**config.mk**
```make
export PLATFORM = sky130hd
export DESIGN_NAME = audio_gate_gain_peak_detect_flat
export DESIGN_NICKNAME = d
export VERILOG_FILES = /design/src/rtl/core/agg_pkg.sv /design/src/rtl/core/agg_in_if.sv /design/src/rtl/core/agg_out_if.sv /design/src/rtl/core/audio_gate_gain_peak_detect.sv /design/src/rtl/core/agg_gate_mult.sv /design/src/rtl/core/agg_peak_track.sv /design/src/flat_wrapper.sv
export SDC_FILE = /design/constraint.sdc
export NUM_CORES = 1
export LEC_CHECK = 0
export ABC_CLOCK_PERIOD_IN_PS = 5700
export CELL_PAD_IN_SITES_DETAIL_PLACEMENT = 1
export CELL_PAD_IN_SITES_GLOBAL_PLACEMENT = 1
export CORE_UTILIZATION = 25
export DETAILED_ROUTE_END_ITERATION = 7
export DONT_BUFFER_PORTS = 1
export PLACE_DENSITY = 0.49
export SYNTH_ARGS = -nofsm -noshare
export SYNTH_HDL_FRONTEND = slang
export SYNTH_SLANG_ARGS = --single-unit
```
**constraint.sdc**
```tcl
create_clock -name i_clk -period 5.7 [get_ports i_clk]
set_input_delay 0.285 -clock i_clk [delete_from_list [all_inputs] [get_ports i_clk]]
set_output_delay 0.285 -clock i_clk [all_outputs]
set_load 0.02 [all_outputs]
```
**src/rtl/core/agg_pkg.sv**
```systemverilog
`timescale 1ns / 1ps
// Shared types and constants for the audio gate, gain and peak detect block.
// Depends on nothing; every other file of the block imports it.
package agg_pkg;

    localparam int SAMPLE_W = 16;
    localparam int MAG_W    = 15;
    localparam int GAIN_W   = 8;
    localparam int PROD_W   = SAMPLE_W + GAIN_W + 1;
    localparam int CFG_IDX_W  = 2;
    localparam int CFG_DATA_W = 15;

    localparam logic signed [SAMPLE_W-1:0] S16_MAX = 16'sh7FFF;
    localparam logic signed [SAMPLE_W-1:0] S16_MIN = -16'sh8000;
    localparam logic [MAG_W-1:0]           MAG_MAX = 15'h7FFF;

    typedef enum logic [CFG_IDX_W-1:0] {
        CFG_NOISE_GATE     = 2'd0,
        CFG_GAIN           = 2'd1,
        CFG_SEND_THRESHOLD = 2'd2
    } t_cfg_idx;

    typedef struct packed {
        logic [MAG_W-1:0]  noise_gate;
        logic [GAIN_W-1:0] gain;
        logic [MAG_W-1:0]  send_threshold;
    } t_cfg;

    // Gated and amplified sample before saturation, with its block mark.
    typedef struct packed {
        logic signed [PROD_W-1:0] prod;
        logic                     last;
    } t_prod_item;

endpackage

```
**src/rtl/core/agg_in_if.sv**
```systemverilog
`timescale 1ns / 1ps
// Input channel: one raw audio sample and its last-of-block mark per transfer.
// Depends on agg_pkg.
interface agg_in_if;
    import agg_pkg::*;

    logic                       valid;
    logic                       ready;
    logic signed [SAMPLE_W-1:0] sample_in;
    logic                       last_in_block;

    modport source (output valid, output sample_in, output last_in_block, input ready);
    modport sink   (input valid, input sample_in, input last_in_block, output ready);
endinterface

```
**src/rtl/core/agg_out_if.sv**
```systemverilog
`timescale 1ns / 1ps
// Output channel: one processed sample, with block peak and send flag at block end.
// Depends on agg_pkg.
interface agg_out_if;
    import agg_pkg::*;

    logic                       valid;
    logic                       ready;
    logic signed [SAMPLE_W-1:0] sample_out;
    logic                       block_end;
    logic [MAG_W-1:0]           block_peak;
    logic                       send_block;

    modport source (output valid, output sample_out, output block_end,
                    output block_peak, output send_block, input ready);
    modport sink   (input valid, input sample_out, input block_end,
                    input block_peak, input send_block, output ready);
endinterface

```
**src/rtl/core/audio_gate_gain_peak_detect.sv**
```systemverilog
`timescale 1ns / 1ps
// Top level: configuration registers, gate/gain stage and peak stage.
// Depends on agg_pkg, agg_in_if, agg_out_if, agg_gate_mult and agg_peak_track.
//
//   Channel   Direction  Content
//   i_in      in         sample_in (s16), last_in_block
//   o_out     out        sample_out (s16), block_end, block_peak (u15), send_block
//   i_cfg_*   in         write enable, register index, 15-bit data
//
// One sample enters and one result leaves per cycle unless o_out stalls.
// Samples pass through the input register, product register and output register.
// The single multiplier between the input and product registers sets the pace.
// Reset clears the valid bits, the running peak and the registers to defaults.
// A stall on o_out holds every occupied stage; empty stages still fill.
module audio_gate_gain_peak_detect (
    input  logic                            i_clk,
    input  logic                            i_rst_n,
    agg_in_if.sink                          i_in,
    agg_out_if.source                       o_out,
    input  logic                            i_cfg_we,
    input  logic [agg_pkg::CFG_IDX_W-1:0]   i_cfg_idx,
    input  logic [agg_pkg::CFG_DATA_W-1:0]  i_cfg_data
);
    import agg_pkg::*;

    t_cfg       r_cfg;
    logic       mid_vld;
    logic       mid_rdy;
    t_prod_item mid_item;

    always_ff @(posedge i_clk) begin
        if (!i_rst_n) begin
            r_cfg.noise_gate     <= '0;
            r_cfg.gain           <= GAIN_W'(1);
            r_cfg.send_threshold <= '0;
        end else if (i_cfg_we) begin
            unique case (t_cfg_idx'(i_cfg_idx))
                CFG_NOISE_GATE:     r_cfg.noise_gate     <= i_cfg_data[MAG_W-1:0];
                CFG_GAIN:           r_cfg.gain           <= i_cfg_data[GAIN_W-1:0];
                CFG_SEND_THRESHOLD: r_cfg.send_threshold <= i_cfg_data[MAG_W-1:0];
                default: begin
                    // Writes to an unused index are dropped.
                end
            endcase
        end
    end

    agg_gate_mult u_gate_mult (
        .i_clk   (i_clk),
        .i_rst_n (i_rst_n),
        .i_cfg   (r_cfg),
        .i_in    (i_in),
        .o_vld   (mid_vld),
        .o_item  (mid_item),
        .i_rdy   (mid_rdy)
    );

    agg_peak_track u_peak_track (
        .i_clk   (i_clk),
        .i_rst_n (i_rst_n),
        .i_cfg   (r_cfg),
        .i_vld   (mid_vld),
        .i_item  (mid_item),
        .o_rdy   (mid_rdy),
        .o_out   (o_out)
    );

endmodule

```
**src/rtl/core/agg_gate_mult.sv**
```systemverilog
`timescale 1ns / 1ps
// Input register, then noise gate and gain multiply into the product register.
// Depends on agg_pkg and agg_in_if.
module agg_gate_mult (
    input  logic               i_clk,
    input  logic               i_rst_n,
    input  agg_pkg::t_cfg      i_cfg,
    agg_in_if.sink             i_in,
    output logic               o_vld,
    output agg_pkg::t_prod_item o_item,
    input  logic               i_rdy
);
    import agg_pkg::*;

    logic                       r_a_vld;
    logic signed [SAMPLE_W-1:0] r_a_sample;
    logic                       r_a_last;
    logic                       r_b_vld;
    t_prod_item                 r_b_item;
    t_prod_item                 n_b_item;
    logic                       b_rdy;
    logic                       a_rdy;
    logic [SAMPLE_W:0]          a_mag;

    assign b_rdy      = !r_b_vld || i_rdy;
    assign a_rdy      = !r_a_vld || b_rdy;
    assign i_in.ready = a_rdy;

    // Magnitude needs one extra bit so that the most negative sample is exact.
    assign a_mag = r_a_sample[SAMPLE_W-1] ? -{r_a_sample[SAMPLE_W-1], r_a_sample}
                                          :  {r_a_sample[SAMPLE_W-1], r_a_sample};

    always_comb begin
        n_b_item.last = r_a_last;
        if (a_mag < {2'b00, i_cfg.noise_gate}) begin
            n_b_item.prod = '0;
        end else begin
            n_b_item.prod = r_a_sample * $signed({1'b0, i_cfg.gain});
        end
    end

    always_ff @(posedge i_clk) begin
        if (!i_rst_n) begin
            r_a_vld <= 1'b0;
            r_b_vld <= 1'b0;
        end else begin
            if (a_rdy) begin
                r_a_vld <= i_in.valid;
            end
            if (b_rdy) begin
                r_b_vld <= r_a_vld;
            end
        end
        if (a_rdy && i_in.valid) begin
            r_a_sample <= i_in.sample_in;
            r_a_last   <= i_in.last_in_block;
        end
        if (b_rdy && r_a_vld) begin
            r_b_item <= n_b_item;
        end
    end

    assign o_vld  = r_b_vld;
    assign o_item = r_b_item;

endmodule

```
**src/rtl/core/agg_peak_track.sv**
```systemverilog
`timescale 1ns / 1ps
// Saturation, running block peak and the output register.
// Depends on agg_pkg and agg_out_if.
module agg_peak_track (
    input  logic               i_clk,
    input  logic               i_rst_n,
    input  agg_pkg::t_cfg      i_cfg,
    input  logic               i_vld,
    input  agg_pkg::t_prod_item i_item,
    output logic               o_rdy,
    agg_out_if.source          o_out
);
    import agg_pkg::*;

    logic                       r_vld;
    logic signed [SAMPLE_W-1:0] r_sample;
    logic                       r_end;
    logic [MAG_W-1:0]           r_peak_out;
    logic                       r_send;
    logic [MAG_W-1:0]           r_peak;
    logic signed [SAMPLE_W-1:0] y;
    logic [MAG_W-1:0]           y_mag;
    logic [MAG_W-1:0]           n_peak;
    logic                       adv;

    assign o_rdy = !r_vld || o_out.ready;
    assign adv   = o_rdy && i_vld;

    always_comb begin
        if (i_item.prod > PROD_W'(S16_MAX)) begin
            y = S16_MAX;
        end else if (i_item.prod < PROD_W'(S16_MIN)) begin
            y = S16_MIN;
        end else begin
            y = i_item.prod[SAMPLE_W-1:0];
        end
    end

    // The most negative sample counts as full scale in the peak.
    always_comb begin
        priority if (y == S16_MIN) begin
            y_mag = MAG_MAX;
        end else if (y[SAMPLE_W-1]) begin
            y_mag = MAG_W'(-y);
        end else begin
            y_mag = y[MAG_W-1:0];
        end
    end

    assign n_peak = (y_mag > r_peak) ? y_mag : r_peak;

    always_ff @(posedge i_clk) begin
        if (!i_rst_n) begin
            r_vld  <= 1'b0;
            r_peak <= '0;
        end else begin
            if (o_rdy) begin
                r_vld <= i_vld;
            end
            if (adv) begin
                r_peak <= i_item.last ? '0 : n_peak;
            end
        end
        if (adv) begin
            r_sample   <= y;
            r_end      <= i_item.last;
            r_peak_out <= i_item.last ? n_peak : '0;
            r_send     <= i_item.last && (n_peak >= i_cfg.send_threshold);
        end
    end

    assign o_out.valid      = r_vld;
    assign o_out.sample_out = r_sample;
    assign o_out.block_end  = r_end;
    assign o_out.block_peak = r_peak_out;
    assign o_out.send_block = r_send;

    a_peak_cleared: assert property (@(posedge i_clk) disable iff (!i_rst_n)
        adv && i_item.last |=> r_peak == '0)
        else $error("running peak not cleared after block end");

    a_mid_block_zero: assert property (@(posedge i_clk) disable iff (!i_rst_n)
        r_vld && !r_end |-> r_peak_out == '0 && !r_send)
        else $error("peak or send flag set on a mid-block result");

    a_send_meets_thr: assert property (@(posedge i_clk) disable iff (!i_rst_n)
        r_vld && r_send |-> r_peak_out >= i_cfg.send_threshold)
        else $error("send flag set below threshold");

    a_peak_monotone: assert property (@(posedge i_clk) disable iff (!i_rst_n)
        adv && !i_item.last |=> r_peak >= $past(r_peak))
        else $error("running peak decreased inside a block");

endmodule
```
**src/flat_wrapper.sv**
```systemverilog
// flat-port wrapper written by rule: the top's interface ports become plain ports
module audio_gate_gain_peak_detect_flat import agg_pkg::*;
  (i_clk, i_rst_n, i_cfg_we, i_cfg_idx, i_cfg_data, i_in_valid, i_in_sample_in, i_in_last_in_block, i_in_ready, o_out_valid, o_out_sample_out, o_out_block_end, o_out_block_peak, o_out_send_block, o_out_ready);
  agg_in_if i_in_i ();
  agg_out_if o_out_i ();
  input  logic i_clk;
  input  logic i_rst_n;
  input  logic i_cfg_we;
  input  logic [agg_pkg::CFG_IDX_W-1:0] i_cfg_idx;
  input  logic [agg_pkg::CFG_DATA_W-1:0] i_cfg_data;
  input wire logic [$bits(i_in_i.valid)-1:0] i_in_valid;
  input wire logic [$bits(i_in_i.sample_in)-1:0] i_in_sample_in;
  input wire logic [$bits(i_in_i.last_in_block)-1:0] i_in_last_in_block;
  output wire logic [$bits(i_in_i.ready)-1:0] i_in_ready;
  output wire logic [$bits(o_out_i.valid)-1:0] o_out_valid;
  output wire logic [$bits(o_out_i.sample_out)-1:0] o_out_sample_out;
  output wire logic [$bits(o_out_i.block_end)-1:0] o_out_block_end;
  output wire logic [$bits(o_out_i.block_peak)-1:0] o_out_block_peak;
  output wire logic [$bits(o_out_i.send_block)-1:0] o_out_send_block;
  input wire logic [$bits(o_out_i.ready)-1:0] o_out_ready;
  assign i_in_i.valid = i_in_valid;
  assign i_in_i.sample_in = i_in_sample_in;
  assign i_in_i.last_in_block = i_in_last_in_block;
  assign i_in_ready = i_in_i.ready;
  assign o_out_valid = o_out_i.valid;
  assign o_out_sample_out = o_out_i.sample_out;
  assign o_out_block_end = o_out_i.block_end;
  assign o_out_block_peak = o_out_i.block_peak;
  assign o_out_send_block = o_out_i.send_block;
  assign o_out_i.ready = o_out_ready;
  audio_gate_gain_peak_detect u_core (.i_clk(i_clk), .i_rst_n(i_rst_n), .i_in(i_in_i), .o_out(o_out_i), .i_cfg_we(i_cfg_we), .i_cfg_idx(i_cfg_idx), .i_cfg_data(i_cfg_data));
endmodule
```
==> flow_summary_export.csv, run 1 <==
group,metric,value,unit
placed_design,dp_hpwl,25.4,mm
global_route,use_met1,0.195,
sta,layout_setup_ws,233,ps
global_route,grtUsageTotal,0.144,
drt,ant_nets,0,
cells_and_area,multi_input_area,7360,µm²
die,ios,74,
cts,clk_latency,440,ps
power_and_ir_drop,vdd.ir_drop.worst,0.000135,V
cells_and_area,final_common_cell,"inv_1",
placed_design,post-place-ws,-103,ps
cells_and_area,nets,1515,
logic_synthesis,avgSynthCellArea,9.38,µm²
sta,tightest_slew,909,ps
min_path,hp-class,"in -> reg",
logic_synthesis,synth_top_area_cell,"edfxtp_1",
power_and_ir_drop,p_per_area,244,nW/µm²
logic_synthesis,synth_cell_types,66,
drt,wl_per_cell,17.2,µm
die,start_util,0.254,
flow_run,drv_cap,0,
drt,drt_iter0_markers,347,
logic_synthesis,async_reset_ff_frac,0,
global_route,use_met3,0.0260,
global_route,grt-busiest-layer,"met2",
drt,via_per_inst,4.56,
sta,drv_slew,0,
setup_path,ff2ff_setup_slack,230,ps
status,outcome,"completed",
placed_design,gp_congestion,0.814,
drt,wl,32.6,mm
cts,cts-buffers-inserted,17,
drt,dr_total_vias,8622,
power_and_ir_drop,p_leak,5.64,nW
setup_path,startpoint,"u_core.u_gate_mult.o_item[23]",
cts,clockRootBuffer,"clkbuf_16",
setup_path,endpoint_kind,"flop",
setup_path,start_kind,"flop",
logic_synthesis,synth_seq_cells,132,
sta,slew-limit-headroom,0.392,
global_route,grt_pass1_wl,53.0,mm
logic_synthesis,synth_area_leaders,"edfxtp_1 20%, fa_1 18%, ha_1 10%",
global_route,overflow,0,
global_route,antenna_found_initial,1,
cells_and_area,drive_gt1_frac,0.0999,
logic_synthesis,syn_area,11600,µm²
cts,htree_levels,4,
setup_path,path_class,"reg -> reg",
min_path,hold_end,"u_core.r_cfg[20]",
die,dieArea,47100,µm²
min_path,worstHoldStart,"i_cfg_data[5]",
drt,firstDrtPassIters,4,
sta,finalHoldViolCount,0,
global_route,first_global_vias,9384,
cells_and_area,final-seq-area,3400,µm²
sta,min_period,5470,ps
placed_design,port_buffers,0,
sta,setup_tns,0,ps
logic_synthesis,synth_edf_count,76,
cts,cts_tree,"yes",
setup_path,reg2reg_depth,24,
cts,cts.path.max_buffers,2,
die,fp.dieH,217,µm
cells_and_area,antenna_cells,0,
cts,cts_sinks,132,
drt,drc,0,
sta,fmax,183,MHz
setup_path,cp_top_family,"simple AND/OR/NAND/NOR gates",
logic_synthesis,synthesis.nets,1469,
setup_path,crit_chain,"nand4_1 > or3_4 > nand2_2 > o21ai_2 > ha_4 > nand2_2 > nor3_2 > a32oi_2 > o21ai_1 > a311o_1 > ha_1 > nand4_1 > or3_4 > or4_4 > nand2_4 > mux2_2 > ha_1 > nor2b_1 > o211ai_1 > a31oi_1 > o21ai_1 > a21oi_1 > o2111ai_1 > a21oi_1",
global_route,grtUsageMet2,0.237,
global_route,grt_max_degree,44,
setup_path,crit_fanout,5,
setup_path,slowest_delay,520,ps
sta,finalCritPeriodShare,0.959,
sta,setup_viol,0,
logic_synthesis,synth_top_area_share,0.197,
logic_synthesis,synthCells,1232,
setup_path,path_buf_inv,0,
setup_path,rr_startpoint,"u_core.u_gate_mult.o_item[23]",
min_path,min_delay_path_depth,2,
power_and_ir_drop,p_total,0.00330,W
logic_synthesis,yosysSeqAreaShare,0.294,
logic_synthesis,yosysWarningCount,0,
setup_path,worstPathArrival,5660,ps
logic_synthesis,synth_flop_cell,"edfxtp_1",
die,core,45500,µm²
cells_and_area,n_fill_cell,5305,
cells_and_area,area_delta_synth_final,16.9,%
setup_path,crit_slowest_cell,"or4_4",
die,placementRows,78,
cells_and_area,layout_common_cells,"184 x inv_1, 149 x nand2_1, 102 x fa_1",
cells_and_area,final_util,0.297,
die,die_w,217,µm
cts,clk_pin_slew,70,ps
sta,rsz0062_at_grt,"false",
sta,finalClockSkew,12.2,ps
setup_path,reg2reg_to,"u_core.u_peak_track.o_out.send_block",
setup_path,required,5890,ps
[area by class of cell]
type / instances / area share
multi-input combinational: 861 / 0.545
inverter: 184 / 0.0511
clock inverter: 15 / 0.0121
tap: 600 / 0.0556
sequential: 132 / 0.252
clock buffer: 17 / 0.0315
timing repair buffer: 82 / 0.0529
[power by group]
group | internal [W] | switching, W
logic | 0.000416 | 0.000563
clock network | 0.000621 | 0.000502
registers | 0.00110 | 0.000101
[stage by stage]
step | cells | hold WS [ps] | instance area [µm²]
6_report | 1891 | 24.5 | 13500
3_5_place_dp | 1819 | 373 | 12400
5_1_grt | 1891 | 30.7 | 13500
3_3_place_gp | 1819 | 368 | 12400
4_1_cts | 1885 | 4.56 | 13400
2_1_floorplan | 1232 | 384 | 11600
[synthesized netlist by cell type, types with 12 or more instances]
library cell and instances:
nand4_1 13, inv_1 184, nor2b_1 19, dfxtp_1 56
ha_1 96, clkbuf_1 46, xnor2_1 24, fa_1 102
a21boi_0 36, a21o_1 18, and2_1 92, o21ai_0 33
a21oi_1 47, nand3_1 13, nand2_1 152, mux2_2 13
nor2_1 49, edfxtp_1 76, a22o_1 12
[flip-flops by register name (all words and copies together) (netlist names)]
| register | count |
|---|---|
| u_core.r_cfg | 38 |
| u_core.u_gate_mult.o_item | 26 |
| u_core.u_gate_mult.o_vld | 1 |
| u_core.u_gate_mult.r_a_last | 1 |
| u_core.u_gate_mult.r_a_sample | 16 |
| u_core.u_gate_mult.r_a_vld | 1 |
| u_core.u_peak_track.o_out.block_end | 1 |
| u_core.u_peak_track.o_out.block_peak | 15 |
| u_core.u_peak_track.o_out.sample_out | 16 |
| u_core.u_peak_track.o_out.send_block | 1 |
| u_core.u_peak_track.o_out.valid | 1 |
| u_core.u_peak_track.r_peak | 15 |
[routing by layer]
metal  wire [µm]  up-vias
li1            -     4165
met1       16000     4316
met4         537        0
met5           0        -
met2       15200      106
met3         866       35
[logic make-up after synthesis]
family	Yosys count	synth area share
buffers and inverters	239	0.0799
AND/OR/NAND/NOR	391	0.171
XOR/XNOR	35	0.0265
multiplexers	22	0.0205
flip-flops	132	0.295
AO/OA/AOI/OAI	215	0.127
adder cells (fa/ha/maj)	198	0.281
[worst max-delay path by stage]
stage | end | slack [ps] | depth (start not counted)
5_1_grt | u_core.u_peak_track.o_out.send_block | 10 | 24
4_1_cts | u_core.u_peak_track.o_out.send_block | 40 | 24
3_3_place_gp | u_core.u_peak_track.o_out.send_block | 100 | 21
3_5_place_dp | u_core.u_peak_track.o_out.send_block | -100 | 24
2_1_floorplan | u_core.u_peak_track.o_out.send_block | 10 | 27
6_report | u_core.u_peak_track.o_out.send_block | 230 | 24
[worst reg2reg max path, stage by stage (launching register included)]
cell and delay (ps):
edfxtp_1 400, nand4_1 150, or3_4 410, nand2_2 110, o21ai_2 90, ha_4 200, nand2_2 110, nor3_2 60
a32oi_2 270, o21ai_1 110, a311o_1 360, ha_1 280, nand4_1 120, or3_4 430, or4_4 520, nand2_4 110
mux2_2 350, ha_1 290, nor2b_1 140, o211ai_1 150, a31oi_1 100, o21ai_1 120, a21oi_1 80, o2111ai_1 170
a21oi_1 90
[repair_timing]
action / CTS / global route
gates resized for setup: 2 / 19
hold endpoints to repair: 60 / 0
pin swaps: 0 / 6
endpoints found under the setup margin: 1 / 1
buffers inserted: 0 / 6
hold buffers: 34 / 0
Note: power is estimated with default switching activity, not from simulation.
==> run 2: changes to the inputs <==
==> constraint.sdc (replaced) <==
create_clock -name i_clk -period 5.7 [get_ports i_clk]
set_input_delay 0.57 -clock i_clk [delete_from_list [all_inputs] [get_ports i_clk]]
set_output_delay 0.57 -clock i_clk [all_outputs]
set_load 0.02 [all_outputs]
==> flow_summary_export.csv, run 2 (synthesis results as in run 1) <==
group,metric,value,unit
status,outcome,"completed",
global_route,grt_max_degree,47,
die,core,45500,µm²
setup_path,crit_fanout,5,
setup_path,rr_startpoint,"u_core.u_gate_mult.o_item[23]",
cts,clk_latency,440,ps
drt,firstDrtPassIters,4,
sta,finalClockSkew,11.9,ps
setup_path,ff2ff_setup_slack,220,ps
placed_design,dp_cells,1819,
drt,dr_total_vias,8490,
placed_design,gp_congestion,0.814,
sta,finalHoldViolCount,0,
drt,wl_per_cell,17.3,µm
flow_run,drv_cap,0,
min_path,min_delay_path_depth,0,
power_and_ir_drop,p_leak,5.50,nW
global_route,antenna_found_initial,0,
setup_path,crit_chain,"nand4_1 > or3_4 > nand2_2 > o21ai_2 > ha_4 > nand2_2 > nor3_2 > a32oi_2 > o21ai_1 > a311o_1 > ha_1 > nand4_1 > or3_4 > or4_4 > nand2_4 > mux2_2 > ha_1 > nor2b_1 > o211ai_1 > a31oi_1 > o21ai_1 > a21oi_1 > o2111ai_1 > a21oi_1",
sta,fmax,183,MHz
setup_path,cp_top_family,"simple AND/OR/NAND/NOR gates",
drt,drc,0,
global_route,grtUsageTotal,0.141,
sta,min_period,5480,ps
cells_and_area,antenna_cells,0,
sta,drv_slew,0,
cells_and_area,top_register,"u_core.r_cfg",
sta,finalCritPeriodShare,0.961,
die,fp.dieH,217,µm
setup_path,required,5890,ps
sta,setup_viol,0,
placed_design,postPlaceCellArea,12400,µm²
setup_path,start_kind,"flop",
cells_and_area,nets,1481,
cts,cts_sinks,132,
die,die_w,217,µm
power_and_ir_drop,p_per_area,248,nW/µm²
power_and_ir_drop,vdd.ir_drop.worst,0.000135,V
die,dieArea,47100,µm²
cells_and_area,finalNonFillerCells,1857,
cells_and_area,drive_gt1_frac,0.102,
cells_and_area,final_cell_area,13200,µm²
cts,htree_levels,4,
min_path,hp-class,"in -> reg",
die,start_util,0.254,
setup_path,path_buf_inv,0,
die,ios,74,
cells_and_area,final_common_cell,"inv_1",
placed_design,dp_hpwl,25.4,mm
setup_path,reg2reg_to,"u_core.u_peak_track.o_out.send_block",
cts,hold_buffers,0,
min_path,hold_end,"u_core.u_gate_mult.r_a_sample[8]",
cells_and_area,area_delta_synth_final,13.9,%
global_route,overflow,0,
die,placementRows,78,
setup_path,reg2reg_depth,24,
setup_path,slowest_delay,520,ps
cells_and_area,final_util,0.289,
drt,via_per_inst,4.57,
drt,wl,32.0,mm
placed_design,port_buffers,0,
cts,clockRootBuffer,"clkbuf_16",
setup_path,endpoint_kind,"flop",
drt,ant_nets,0,
cts,cts-buffers-inserted,17,
sta,hold_ws,217,ps
global_route,first_global_vias,9161,
sta,slew-limit-headroom,0.389,
cells_and_area,largest_register_ff_count,38,
cts,clk_pin_slew,70,ps
cells_and_area,layout_common_cells,"184 x inv_1, 149 x nand2_1, 102 x fa_1",
setup_path,crit_slowest_cell,"or4_4",
sta,rsz0062_at_grt,"false",
cts,cts_tree,"yes",
setup_path,worstPathArrival,5660,ps
cells_and_area,n_fill_cell,5311,
min_path,worstHoldStart,"i_in_sample_in[8]",
setup_path,path_class,"reg -> reg",
global_route,grt_pass1_wl,51.9,mm
cts,cts.path.max_buffers,2,
drt,drt_iter0_markers,348,
sta,tightest_slew,913,ps
[run 2: layout make-up]
| cell class | count | area, µm² | area share |
|---|---|---|---|
| clock buffer | 17 | 425 | 0.0323 |
| clock inverter | 15 | 164 | 0.0125 |
| inverter | 184 | 691 | 0.0525 |
| multi-input combinational | 861 | 7360 | 0.559 |
| sequential | 132 | 3400 | 0.259 |
| tap | 600 | 751 | 0.0571 |
| timing repair buffer | 48 | 364 | 0.0277 |
[run 2: repair_timing]
item | CTS | global route
resized for setup | 2 | 19
endpoints found under the hold margin | 0 | 0
gates cloned | 0 | 0
setup endpoints to repair | 1 | 1
buffers inserted | 0 | 6
pin swaps | 0 | 6
[run 2: through the flow]
step | TNS, ps | power [W] | worst slack, ps
global route | 0 | 0.00350 | 9.92
finish | 0 | 0.00327 | 225
CTS | 0 | 0.00331 | 44.3
global placement | 0 | 0.00215 | 98.2
floorplan | 0 | 0.00186 | 14.6
detailed placement | -103 | 0.00216 | -103
[run 2: routing by layer]
metal  track usage  vias to the layer above  part of all wire
met3        0.0250                       26             0.026
li1              -                     4101                 -
met5             0                        -                 0
met1         0.192                     4251              0.49
met4        0.0338                        0             0.014
met2         0.232                      112              0.47
[run 2: worst max-delay path by stage]
stage                                              from                                   end  cells past startpoint
after CTS                 u_core.u_gate_mult.o_item[24]  u_core.u_peak_track.o_out.send_block                     24
final                     u_core.u_gate_mult.o_item[23]  u_core.u_peak_track.o_out.send_block                     24
after global placement    u_core.u_gate_mult.o_item[21]  u_core.u_peak_track.o_out.send_block                     21
after detailed placement  u_core.u_gate_mult.o_item[21]  u_core.u_peak_track.o_out.send_block                     24
after floorplan           u_core.u_gate_mult.o_item[24]  u_core.u_peak_track.o_out.send_block                     27
after global routing      u_core.u_gate_mult.o_item[21]  u_core.u_peak_track.o_out.send_block                     24
[run 2: power by group]
group	total [W]	internal, W	switching, W
registers	0.00120	0.00110	0.000102
logic	0.000950	0.000399	0.000551
clock network	0.00112	0.000621	0.000501
==> run 3: changes to the inputs <==
CORE_UTILIZATION = 35   (was 25)
GPL_TIMING_DRIVEN = 0   (was default)
PLACE_DENSITY = 0.64   (was 0.49)
==> flow_summary_export.csv, run 3 (synthesis results as in run 1) <==
group,metric,value,unit
status,outcome,"finished with violations",
status,violations,"setup timing",
setup_path,start_kind,"flop",
cells_and_area,drive_gt1_frac,0.111,
drt,via_per_inst,4.99,
power_and_ir_drop,p_leak,5.56,nW
cts,htree_levels,4,
cts,clk_latency,440,ps
setup_path,cp_common_cell,"nand4_1",
global_route,overflow,0,
die,start_util,0.355,
drt,firstDrtPassIters,4,
min_path,hp-class,"in -> reg",
global_route,grt_max_degree,34,
die,dieArea,33700,µm²
cells_and_area,layout_common_cells,"183 x inv_1, 147 x nand2_1, 102 x fa_1",
drt,drt_iter0_markers,424,
flow_run,drv_cap,0,
sta,hold_ws,227,ps
sta,drv_slew,0,
min_path,worstHoldStart,"i_in_sample_in[10]",
placed_design,postPlaceCellArea,12200,µm²
sta,rsz0062_at_grt,"true",
setup_path,rr_startpoint,"u_core.u_gate_mult.o_item[22]",
cells_and_area,n_fill_cell,3770,
cells_and_area,finalNonFillerCells,1734,
placed_design,dp_cells,1676,
drt,ant_nets,0,
global_route,first_global_vias,9356,
die,fp.dieH,184,µm
global_route,grtUsageTotal,0.192,
global_route,grt_pass1_wl,50.2,mm
die,core,32500,µm²
setup_path,cp_top_family,"simple AND/OR/NAND/NOR gates",
global_route,antenna_found_initial,0,
setup_path,required,5880,ps
cts,cts_sinks,132,
drt,wl,30.9,mm
sta,setup_tns,-10.8,ps
cells_and_area,final_common_cell,"inv_1",
cells_and_area,final_cell_area,13300,µm²
setup_path,worstPathArrival,5890,ps
sta,finalClockSkew,11.4,ps
placed_design,dp_hpwl,24.1,mm
cts,hold_buffers,0,
setup_path,path_class,"reg -> reg",
sta,tightest_slew,1230,ps
cells_and_area,antenna_cells,0,
drt,wl_per_cell,17.8,µm
placed_design,gp_congestion,0.855,
setup_path,slowest_delay,560,ps
setup_path,endpoint_kind,"flop",
sta,fmax,175,MHz
setup_path,path_buf_inv,2,
cells_and_area,top_register,"u_core.r_cfg",
sta,finalCritPeriodShare,1.00,
drt,dr_total_vias,8656,
cells_and_area,nets,1516,
cells_and_area,largest_register_ff_count,38,
setup_path,startpoint,"u_core.u_gate_mult.o_item[22]",
power_and_ir_drop,vdd.ir_drop.worst,0.000199,V
cts,clk_pin_slew,70,ps
cts,cts-buffers-inserted,17,
power_and_ir_drop,p_per_area,250,nW/µm²
cts,cts_tree,"yes",
cts,cts.path.max_buffers,2,
sta,layout_setup_ws,-10.8,ps
cells_and_area,area_delta_synth_final,14.7,%
setup_path,crit_slowest_cell,"or4_4",
cts,clockRootBuffer,"clkbuf_16",
sta,min_period,5710,ps
placed_design,port_buffers,0,
sta,setup_viol,1,
die,ios,74,
sta,slew-limit-headroom,0.178,
drt,drc,0,
die,die_w,184,µm
die,placementRows,66,
sta,finalHoldViolCount,0,
setup_path,crit_fanout,5,
==> run 3: cell types whose count changed in the layout (fill, tap and decap cells not counted), sizes merged <==
cell | before | now
inv | 193 | 191
buf | 48 | 41
clkbuf | 17 | 60
clkinvlp | 3 | 4
bufinv | 1 | 2
clkinv | 2 | 1
==> run 3: where the power goes <==
part | internal [W] | switching, W | total (W) | leakage [nW]
clock | 0.000656 | 0.000463 | 0.00112 | 0.278
sequential | 0.00110 | 0.0000720 | 0.00117 | 1.17
combinational | 0.000417 | 0.000604 | 0.00102 | 4.11
==> run 3: final timing paths <==
kind / endpoint / slack (ps) / depth (start not counted)
min: u_core.u_gate_mult.r_a_sample[10] / 230 / 0
min reg2reg: u_core.u_gate_mult.o_item[0] / 420 / 0
max: u_core.u_peak_track.o_out.send_block / -10 / 25
max reg2reg: u_core.u_peak_track.o_out.send_block / -10 / 25
==> run 3: routing by layer <==
metal  routed length [µm]  vias up  GRT usage
met5                    0        -          0
met4                  610        0     0.0590
met3                  673       44     0.0285
met2                15100      128      0.332
met1                14500     4308      0.246
li1                     -     4176          -
==> run 3: cell type report <==
| cell class | instances | area (µm²) | area share |
|---|---|---|---|
| buffer | 51 | 244 | 0.0184 |
| clock buffer | 18 | 429 | 0.0324 |
| multi-input combinational | 861 | 7510 | 0.567 |
| timing repair buffer | 32 | 255 | 0.0193 |
| sequential | 132 | 3410 | 0.257 |
| clock inverter | 14 | 165 | 0.0125 |
| inverter | 184 | 691 | 0.0521 |
| tap | 442 | 553 | 0.0417 |
==> run 3: stage by stage <==
| step | setup slack, ps | power, W | util |
|---|---|---|---|
| global route | -203 | 0.00351 | 0.407 |
| CTS | -66.6 | 0.00331 | 0.402 |
| global placement | -862 | 0.00210 | 0.373 |
| floorplan | 14.6 | 0.00186 | - |
| finish | -10.8 | 0.00331 | 0.407 |
| detailed placement | -1060 | 0.00213 | 0.374 |
==> run 3: repair_timing <==
action,CTS,global route
hold endpoints to repair,0,0
pin swaps,25,25
buffers inserted,16,13
endpoints found under the setup margin,5,7
gates cloned,0,0
resized for setup,44,26
==> run 3: worst reg2reg max path, cell delays in order (launching register included) <==
cell and delay (ps):
edfxtp_1 400, nand4_1 160, or3_4 450, nand2_8 120, a21oi_4 80, ha_4 200, nand2_4 100, nor3_4 60
a32oi_2 270, o21ai_1 120, a311o_1 410, ha_1 320, nand4_1 90, or3_4 410, or4_4 570, nand2_4 100
buf_6 120, buf_4 110, mux2_2 350, ha_1 300, nand4_1 90, o21bai_1 70, a21oi_1 160, o21ai_1 100
o2111ai_1 200, a21oi_1 110
